`config.mk`:
```
export PLATFORM = sky130hd
export DESIGN_NAME = fsp_ram
export DESIGN_NICKNAME = d
export VERILOG_FILES = /design/src/hw/rtl/fsp_ram.sv
export SDC_FILE = /design/constraint.sdc
export NUM_CORES = 1
export LEC_CHECK = 0
export BUFFER_PORTS_ARGS = -buffer_cell sky130_fd_sc_hd__buf_2
export CORE_MARGIN = 2
export CORE_UTILIZATION = 60
export CTS_CLUSTER_DIAMETER = 30
export DETAILED_ROUTE_END_ITERATION = 16
export PLACE_DENSITY = 0.75
export SLEW_MARGIN = 20
export SYNTH_ARGS = -nofsm -noshare
export SYNTH_HDL_FRONTEND = slang
export SYNTH_SLANG_ARGS = --single-unit
```
`constraint.sdc`:
```
create_clock -name clk -period 2.2 [get_ports clk]
set_clock_uncertainty 0.1 [all_clocks]
set_input_delay 0.11 -clock clk [delete_from_list [all_inputs] [get_ports clk]]
set_output_delay 0.11 -clock clk [all_outputs]
set_load 0.01 [all_outputs]
```
`src/hw/rtl/fsp_ram.sv`:
```
// Generic simple dual-port RAM: one write port, one read port, registered read.
// No dependencies.
module fsp_ram #(
  parameter int WIDTH = 8,
  parameter int DEPTH = 16
) (
  input  logic                     clk,
  input  logic                     we,
  input  logic [$clog2(DEPTH)-1:0] waddr,
  input  logic [WIDTH-1:0]         wdata,
  input  logic [$clog2(DEPTH)-1:0] raddr,
  output logic [WIDTH-1:0]         rdata
);

  logic [WIDTH-1:0] mem [DEPTH];

  always_ff @(posedge clk) begin
    if (we) begin
      mem[waddr] <= wdata;
    end
    rdata <= mem[raddr];
  end

endmodule

```
==> results.md, run 1 <==
- Routed via count: 2503
- Max-cap viol count: 0
- Worst Path Arrival: 1.74 ns
- Final Max Slew Viols: 0
- Worst path slowest cell: mux4_1
- WP buf/inv: 0
- Final number of setup-violating endpoints: 0
- HP Class: input port to register
- Syn Std Cell Area: 0.00515 sq mm
- Relative slew margins: 49.2%
- CTS Buf Count: 17
- Post-DP HPWL: 5.71 mm
- Worst skew pair latency: 0.51 ns
- Avg WL per Cell: 23.2 microns
- Crit path capture type: register
- Final hold violation count: 0
- Largest cells by area after synthesis: edfxtp_1 75%, mux4_2 7.9%, mux4_1 7.1%, dfxtp_1 3.1%, a22oi_1 2.3%
- I/O pin count: 26
- Commonest non-fill, non-tap cell in the layout: edfxtp_1
- Syn avg cell area: 22.5 sq um
- Final ANT Viol Nets: 0
- Net Count, Synth: 247
- Warnings, synthesis: 0
- Non-Filler Instances: 406
- Vias per cell: 6.17
- Vias in the first global route: 2624
- Setup bufs post-CTS: 0
- Initial core utilization: 62.3%
- Commonest non-fill, non-tap cells in the layout: 128 x edfxtp_1, 25 x buf_2, 18 x mux4_2
- PD cells: 942 mW/mm^2
- Number of synthesized register bits: 136
- Die width: 96.6 microns
- Row cnt: 33
- LEAKAGE: 2.10 nW
- Layout area overhead: 18.3%
- Ant. Diodes: 0
- Register-to-Register Path Depth: 3
- Total Routing Usage GR: 22.0%
- Clk root buf: clkbuf_8
- Area share of the largest cell type after synthesis: 74.7%
- Flop2flop setup slack: 0.74 ns
- RR Endpoint: rdata[4]
- Die Y-Extent: 96.6 microns
- Setup CP Type: register to register
- Share of cells above drive strength 1: 29.6%
- Critical Path RT: 2.48 ns
- GP Congestion: 0.742
- Hold buffer count at CTS: 8
- Setup_tns: 0 ns
- Reg clk slew, reported paths: 0.06 ns
- Min Tclk post-route: 1.46 ns
- DR pass1 iterations: 4
- Synthesized instance count: 229
- Drt total wl: 9.44 mm
- Reg2reg start: mem[8][4]
- Post-synth cell types: 19
- Worst Max-Slew Pin Slew: 0.761 ns
- Sequential cell area fraction in the yosys report: 77.8%
- CTS tree: built
- Max clock buf depth: 2
- Hold Path End: mem[8][5]
- Worst hold path depth: 3
- CTS Sinks: 136
- Slowest stage delay, CP: 0.49 ns
- Cell accounting for the most synthesized area: edfxtp_1
- Nets: 307
- Post-Place Cells: 367
- CP delay by family, top: multiplexers
- Post-cts resize count: 0
- Critical Path Start Type: register
- Core Box Area: 0.00826 sq mm
- Peak supply drop: 0.635 mV
- Largest net degree at the start of global routing: 33
- I/O Buffers: 25
- Final Cycle Share: 66.3%
- DR DRC count: 0
- First-pass GRT wire length: 14.8 mm
- Antenna violations before repair: 0
- 1st-iter DRT viols: 161
- Die Footprint: 0.00934 sq mm
- Global route overflow: 0
- Max Clk Rate: 0.685 GHz
- H-tree depth: 4
- Hold path startpoint: waddr[0]
- CP max FO: 1
- Final core occ: 73.7%
- Run status: completed
- RSZ-0062 raised after global routing: false
- Cells along the critical path: mux4_1, a22oi_1, nand2_1
area by class of cell:
class,count,area [sq um]
clock buffer,19,422
clock inverter,12,110
fill,466,2170
multi-input combinational,83,1060
sequential,136,4000
tap,105,131
timing repair buffer,51,365
cell usage after synthesis (all sizes together):
cell type        n
nand2            9
a22oi           16
buf              7
nand3b           2
nand3            1
nand2b           2
clkdlybuf4s25    3
edfxtp         128
dfxtp            8
or3b             1
nor3             4
nor2            13
and2             1
nor2b            1
mux4            32
and2b            1
through the flow:
step	setup WS (ns)	area (sq um)	power (mW)	hold slack [ns]
4_1_cts	0.732	6090	5.77	0.0475
2_1_floorplan	0.497	5150	3.12	0.109
5_1_grt	0.673	6090	5.92	0.0649
3_5_place_dp	0.493	5480	3.24	0.403
3_3_place_gp	0.496	5480	3.23	0.395
6_report	0.740	6090	5.73	0.0706
worst max path at each step:
stage          startpoint         to  depth (start not counted)
3_5_place_dp     raddr[0]   rdata[0]                          5
5_1_grt         mem[1][0]   rdata[0]                          3
6_report        mem[8][4]   rdata[4]                          3
2_1_floorplan    waddr[2]  mem[0][0]                          2
3_3_place_gp     raddr[0]   rdata[0]                          5
4_1_cts         mem[6][0]   rdata[0]                          3
kinds of logic (layout without fill, tap and decap cells):
| kind of cell | after synthesis | count (layout) | synth area share, % |
|---|---|---|---|
| flops | 136 | 136 | 77.8 |
| buf+inv | 10 | 82 | 1.68 |
| compound gates | 16 | 16 | 2.33 |
| mux | 32 | 32 | 15.0 |
| simple gates | 35 | 35 | 3.18 |
sequential cells by signal, summed over array words and instances, names as in the netlist:
| register | cells |
|---|---|
| mem | 128 |
| rdata | 8 |
power by group:
part,total [mW],switching (mW),internal [mW]
Sequential,2.92,0.0206,2.90
Combinational,0.276,0.152,0.124
Clock,2.54,0.960,1.58
routing by layer:
| layer | global-route usage (%) | vias up | part of all wire, % |
|---|---|---|---|
| met2 | 33.3 | 124 | 51 |
| met1 | 30.0 | 1279 | 39 |
| met5 | 0 | - | 0 |
| met3 | 7.80 | 10 | 9.2 |
| li1 | - | 1090 | - |
| met4 | 8.13 | 0 | 1.4 |
worst reg2reg max path: cells and delay by family, from the launching register on:
family / cells / cell delay [ns]
multiplexers: 1 / 0.49
flip-flops: 1 / 0.37
AO/OA/AOI/OAI: 1 / 0.28
AND/OR/NAND/NOR: 1 / 0.10
Power figures use the tool's default switching activity.
==> run 2: changes to the inputs <==
==> constraint.sdc (replaced) <==
create_clock -name clk -period 1.45 [get_ports clk]
set_clock_uncertainty 0.1 [all_clocks]
set_input_delay 0.0725 -clock clk [delete_from_list [all_inputs] [get_ports clk]]
set_output_delay 0.0725 -clock clk [all_outputs]
set_load 0.01 [all_outputs]
==> run 2 against run 1 <==
  * Largest cell class unchanged
  * Global-route usage is 1.9 points higher
  * Combinational power rose by 71%
  * Routed wire length increased by 8.0%
  * Via count barely moved
  * Final cell count is 2.2% higher
  * Setup slack worse by 0.72 ns
  * Critical path type unchanged
  * First-iteration DRC count rose by 17%
==> results.md, run 2 (synthesized netlist as in run 1, its figures left out) <==
- Slowest stage delay, CP: 0.47 ns
- Max clock buf depth: 2
- Global route overflow: 0
- Avg WL per Cell: 24.6 microns
- Hold Path End: rdata[1]
- Final Cycle Share: 98.3%
- Max-cap viol count: 0
- Layout area overhead: 21.6%
- Worst skew pair latency: 0.52 ns
- Non-Filler Instances: 415
- Reg2reg start: mem[10][6]
- CP max FO: 1
- Commonest non-fill, non-tap cell in the layout: edfxtp_1
- First-pass GRT wire length: 15.8 mm
- Drt total wl: 10.2 mm
- Cells along the critical path: mux4_2, a22oi_1, nand2_1
- Worst Max-Slew Pin Slew: 0.954 ns
- Row cnt: 33
- Max Clk Rate: 0.701 GHz
- 1st-iter DRT viols: 188
- Run status: completed
- Final worst slack: 0.0240 ns
- Ant. Diodes: 0
- PD cells: 1430 mW/mm^2
- Critical Path RT: 1.74 ns
- RR Endpoint: rdata[6]
- CP delay by family, top: multiplexers
- Crit path capture type: register
- Clk root buf: clkbuf_8
- Final instance area: 0.00626 sq mm
- Die width: 96.6 microns
- Critical Path Start Type: register
- Core Box Area: 0.00826 sq mm
- DR pass1 iterations: 4
- Worst Path Arrival: 1.71 ns
- RSZ-0062 raised after global routing: false
- Commonest non-fill, non-tap cells in the layout: 128 x edfxtp_1, 25 x buf_2, 21 x mux4_2
- CTS tree: built
- Dpl ws: -0.150 ns
- Post-Place Cells: 373
- Share of cells above drive strength 1: 35.2%
- DR DRC count: 0
- GP Congestion: 0.718
- Antenna violations before repair: 0
- Max FFs per register: 128
- Die Y-Extent: 96.6 microns
- I/O Buffers: 25
- Min Tclk post-route: 1.43 ns
- Nets: 315
- Cell Area, Placed: 0.00557 sq mm
- Final Max Slew Viols: 0
- WP buf/inv: 0
- Vias in the first global route: 2737
- Vias per cell: 6.03
- Hold path startpoint: raddr[3]
- Setup_tns: 0 ns
- Final hold violation count: 0
- Total Power: 8.97 mW
- Final ANT Viol Nets: 0
- Worst path slowest cell: mux4_2
- Relative slew margins: 36.3%
- Register-to-Register Path Depth: 3
- H-tree depth: 4
- Final core occ: 75.8%
- Peak supply drop: 1.04 mV
- Largest regs: mem: 128 flops, rdata: 8 flops
- Setup CP Type: register to register
- Largest net degree at the start of global routing: 17
- Worst hold path depth: 4
- HP Class: input port to register
- LEAKAGE: 2.14 nW
- Reg clk slew, reported paths: 0.06 ns
- Post-DP HPWL: 6.14 mm
- CTS Buf Count: 17
- Flop2flop setup slack: 0.02 ns
- CTS Sinks: 136
- Die Footprint: 0.00934 sq mm
- Initial core utilization: 62.3%
- Layout filler cell count: 474
- Biggest register: mem
- Total Routing Usage GR: 23.9%
- Routed via count: 2502
- Worst hold margin: 0.0396 ns
- Final number of setup-violating endpoints: 0
- I/O pin count: 26
==> run 2: report_power, final <==
| group | switching [mW] | leakage, nW | total (mW) | internal, mW |
|---|---|---|---|---|
| Clock | 1.58 | 0.269 | 4.07 | 2.48 |
| Sequential | 0.0331 | 1.22 | 4.43 | 4.40 |
| Combinational | 0.249 | 0.651 | 0.471 | 0.222 |
==> run 2: metal layers <==
layer  track usage [%]  up-vias  share of wire (%)
met5                 0        -                  0
li1                  -     1103                  -
met2              37.5       93                 51
met4              11.2        0                1.5
met1              31.2     1291                 40
met3              7.15       15                6.8
==> run 2: worst reg2reg max path, cell delays in order (launching register included) <==
cell and delay (ns):
edfxtp_1 0.37, mux4_2 0.47, a22oi_1 0.26, nand2_1 0.10
==> run 2: how the worst max path moves through the flow <==
stage,cells past startpoint,end,start
after global placement,5,rdata[4],raddr[0]
after detailed placement,5,rdata[4],raddr[0]
after global routing,3,rdata[4],mem[9][4]
after CTS,3,rdata[4],mem[9][4]
final,3,rdata[6],mem[10][6]
after floorplan,2,mem[3][0],waddr[2]
==> run 2: final cells by class <==
| type | count | area, sq um | area share [%] |
|---|---|---|---|
| Clock inverter | 12 | 128 | 2.04 |
| Tap cell | 105 | 131 | 2.10 |
| Timing Repair Buffer | 59 | 468 | 7.48 |
| Multi-Input combinational cell | 83 | 1090 | 17.4 |
| Clock buffer | 20 | 435 | 6.96 |
| Sequential cell | 136 | 4000 | 64.0 |
==> run 2: what timing repair did <==
action,CTS,global route
hold buffers,10,0
endpoints found under the setup margin,3,5
gates resized for setup,3,8
cloned,0,0
endpoints found under the hold margin,134,0
pin swaps,0,1
setup buffers,0,0
==> run 3: changes to the inputs <==
--- a/config.mk
+++ b/config.mk
@@ -5,7 +5,7 @@
 export SDC_FILE = /design/constraint.sdc
 export NUM_CORES = 1
 export LEC_CHECK = 0
-export BUFFER_PORTS_ARGS = -buffer_cell sky130_fd_sc_hd__buf_2
+export BUFFER_PORTS_ARGS = -buffer_cell sky130_fd_sc_hd__buf_4
 export CORE_MARGIN = 2
 export CORE_UTILIZATION = 60
 export CTS_CLUSTER_DIAMETER = 30
==> run 3 against run 2 <==
  * Final cell count is 0.48% higher
  * Routed wire length is 2.2% higher
  * Cell area is 2.5% higher
  * Sequential share of layout area is 1.6 points lower
  * First-iteration DRC count is 35% higher
  * Total power is 8.0% higher
  * Setup slack worse by 0.013 ns
  * Clock power is 17% higher
  * Via count is 2.9% higher
  * Fmax is 0.93% lower
  * Die area stayed put
  * Sequential power hardly changed
  * Largest cell class unchanged
==> results.md, run 3 (synthesized netlist as in run 1, its figures left out) <==
- Max clock buf depth: 2
- Final hold violation count: 0
- Vias in the first global route: 2644
- Nets: 317
- Routed via count: 2575
- Critical Path Start Type: input port
- First-pass GRT wire length: 15.7 mm
- Sw Ratio: 19.1%
- GP Congestion: 0.741
- Worst Max-Slew Pin Slew: 0.886 ns
- Post-DP HPWL: 6.21 mm
- Largest net degree at the start of global routing: 17
- Antenna violations before repair: 0
- Run status: completed
- Drt total wl: 10.4 mm
- Global route overflow: 0
- Relative slew margins: 40.7%
- Layout filler cell count: 435
- Slowest stage delay, CP: 0.68 ns
- Setup_tns: 0 ns
- H-tree depth: 4
- Reg clk slew, reported paths: 0.06 ns
- Worst path slowest cell: nor2_1
- Core Box Area: 0.00826 sq mm
- Largest regs: mem: 128 flops, rdata: 8 flops
- Layout area overhead: 24.6%
- Met3 WL post-DR: 661 microns
- CP max FO: 8
- Die Y-Extent: 96.6 microns
- Peak supply drop: 1.08 mV
- RSZ-0062 raised after global routing: true
- Biggest register: mem
- CTS Sinks: 136
- Die Footprint: 0.00934 sq mm
- I/O pin count: 26
- Die width: 96.6 microns
- Internal power: 7.83 mW
- Final number of setup-violating endpoints: 0
- CTS tree: built
- Max FFs per register: 128
- Worst Path Arrival: 1.79 ns
- Max Clk Rate: 0.695 GHz
- Crit path capture type: register
- I/O Buffers: 25
- Highest metal used: met4
- Final Max Slew Viols: 0
- Critical Path RT: 1.80 ns
- Logic gate share of total power: 5.2%
- PD cells: 1510 mW/mm^2
- HP Class: input port to register
- DR DRC count: 0
- Commonest non-fill, non-tap cell in the layout: edfxtp_1
- Cells along the critical path: dlygate4sd3_1, buf_4, nor2_1, a22oi_2, nand2_2
- Row cnt: 33
- Clk pwr share: 49.0%
- Final Cycle Share: 99.3%
- DR pass1 iterations: 5
- Setup bufs post-CTS: 0
- LEAKAGE: 2.19 nW
- Ant. Diodes: 0
- Met1 Wirelength: 4.26 mm
- Setup CP Type: input port to register
- Worst skew pair latency: 0.53 ns
- Initial core utilization: 62.3%
- Clk root buf: clkbuf_8
- Max-cap viol count: 0
- Total Routing Usage GR: 23.8%
- Avg WL per Cell: 25.0 microns
- 1st-iter DRT viols: 253
- CTS Buf Count: 17
- Final ANT Viol Nets: 0
- Min Tclk post-route: 1.44 ns
- WL met2: 5.27 mm
- Final instance area: 0.00641 sq mm
- Share of cells above drive strength 1: 36.5%
- Cell Area, Placed: 0.00562 sq mm
- Vias per cell: 6.18
- Sequential share of power: 45.8%
- Commonest non-fill, non-tap cells in the layout: 128 x edfxtp_1, 45 x buf_4, 24 x mux4_2
- NetSw: 1.85 mW
- Flop2flop setup slack: 0.04 ns
-- run 3: timing repair --
action,CTS,global route
hold buffers,12,0
endpoints found under the setup margin,2,6
pin swaps,0,3
hold endpoints to repair,163,0
resized for setup,3,12
-- run 3: worst max-delay path: cells and delay by family --
| kind | cells | cell delay, ns |
|---|---|---|
| compound gates | 1 | 0.24 |
| simple gates | 2 | 0.79 |
| buf+inv | 2 | 0.68 |
-- run 3: final cells by class --
| cell class | count | area, sq um | area share, % |
|---|---|---|---|
| sequential | 136 | 4000 | 62.4 |
| clock buffer | 20 | 435 | 6.79 |
| clock inverter | 12 | 224 | 3.49 |
| timing repair buffer | 61 | 538 | 8.39 |
| multi-input combinational | 83 | 1080 | 16.9 |
| tap | 105 | 131 | 2.05 |
-- run 3: final timing paths --
path,startpoint,endpoint,depth (start not counted)
max reg2reg,mem[2][6],rdata[6],3
min,raddr[1],rdata[5],4
min reg2reg,mem[8][1],rdata[1],3
max,raddr[2],rdata[6],5
-- run 3: stage by stage --
| stage | utilization, % | cells | hold slack (ns) | power, mW | worst slack, ns |
|---|---|---|---|---|---|
| after CTS | 77.5 | 417 | 0.0416 | 9.73 | 0.0164 |
| after detailed placement | 68.0 | 373 | 0.290 | 4.96 | -0.0876 |
| after global placement | 68.0 | 373 | 0.270 | 4.95 | -0.0763 |
| after floorplan | - | 229 | 0.0714 | 4.73 | 0.0114 |
| final | 77.7 | 417 | 0.0679 | 9.68 | 0.0106 |
| after global routing | 77.7 | 417 | 0.0460 | 9.94 | -0.0441 |
-- run 3: routing by layer --
metal  GRT usage (%)  up-vias
li1                -     1111
met1            32.2     1333
met3            6.07       19
met4            10.8        0
met2            37.2      112
met5               0        -
-- run 3: power by group through the flow --
stage	combinational (mW)	clock, mW	sequential (mW)
5_1_grt	0.543	4.96	4.44
3_5_place_dp	0.455	0	4.51
2_1_floorplan	0.223	0	4.51
3_3_place_gp	0.446	0	4.50
4_1_cts	0.491	4.81	4.43
6_report	0.505	4.75	4.43
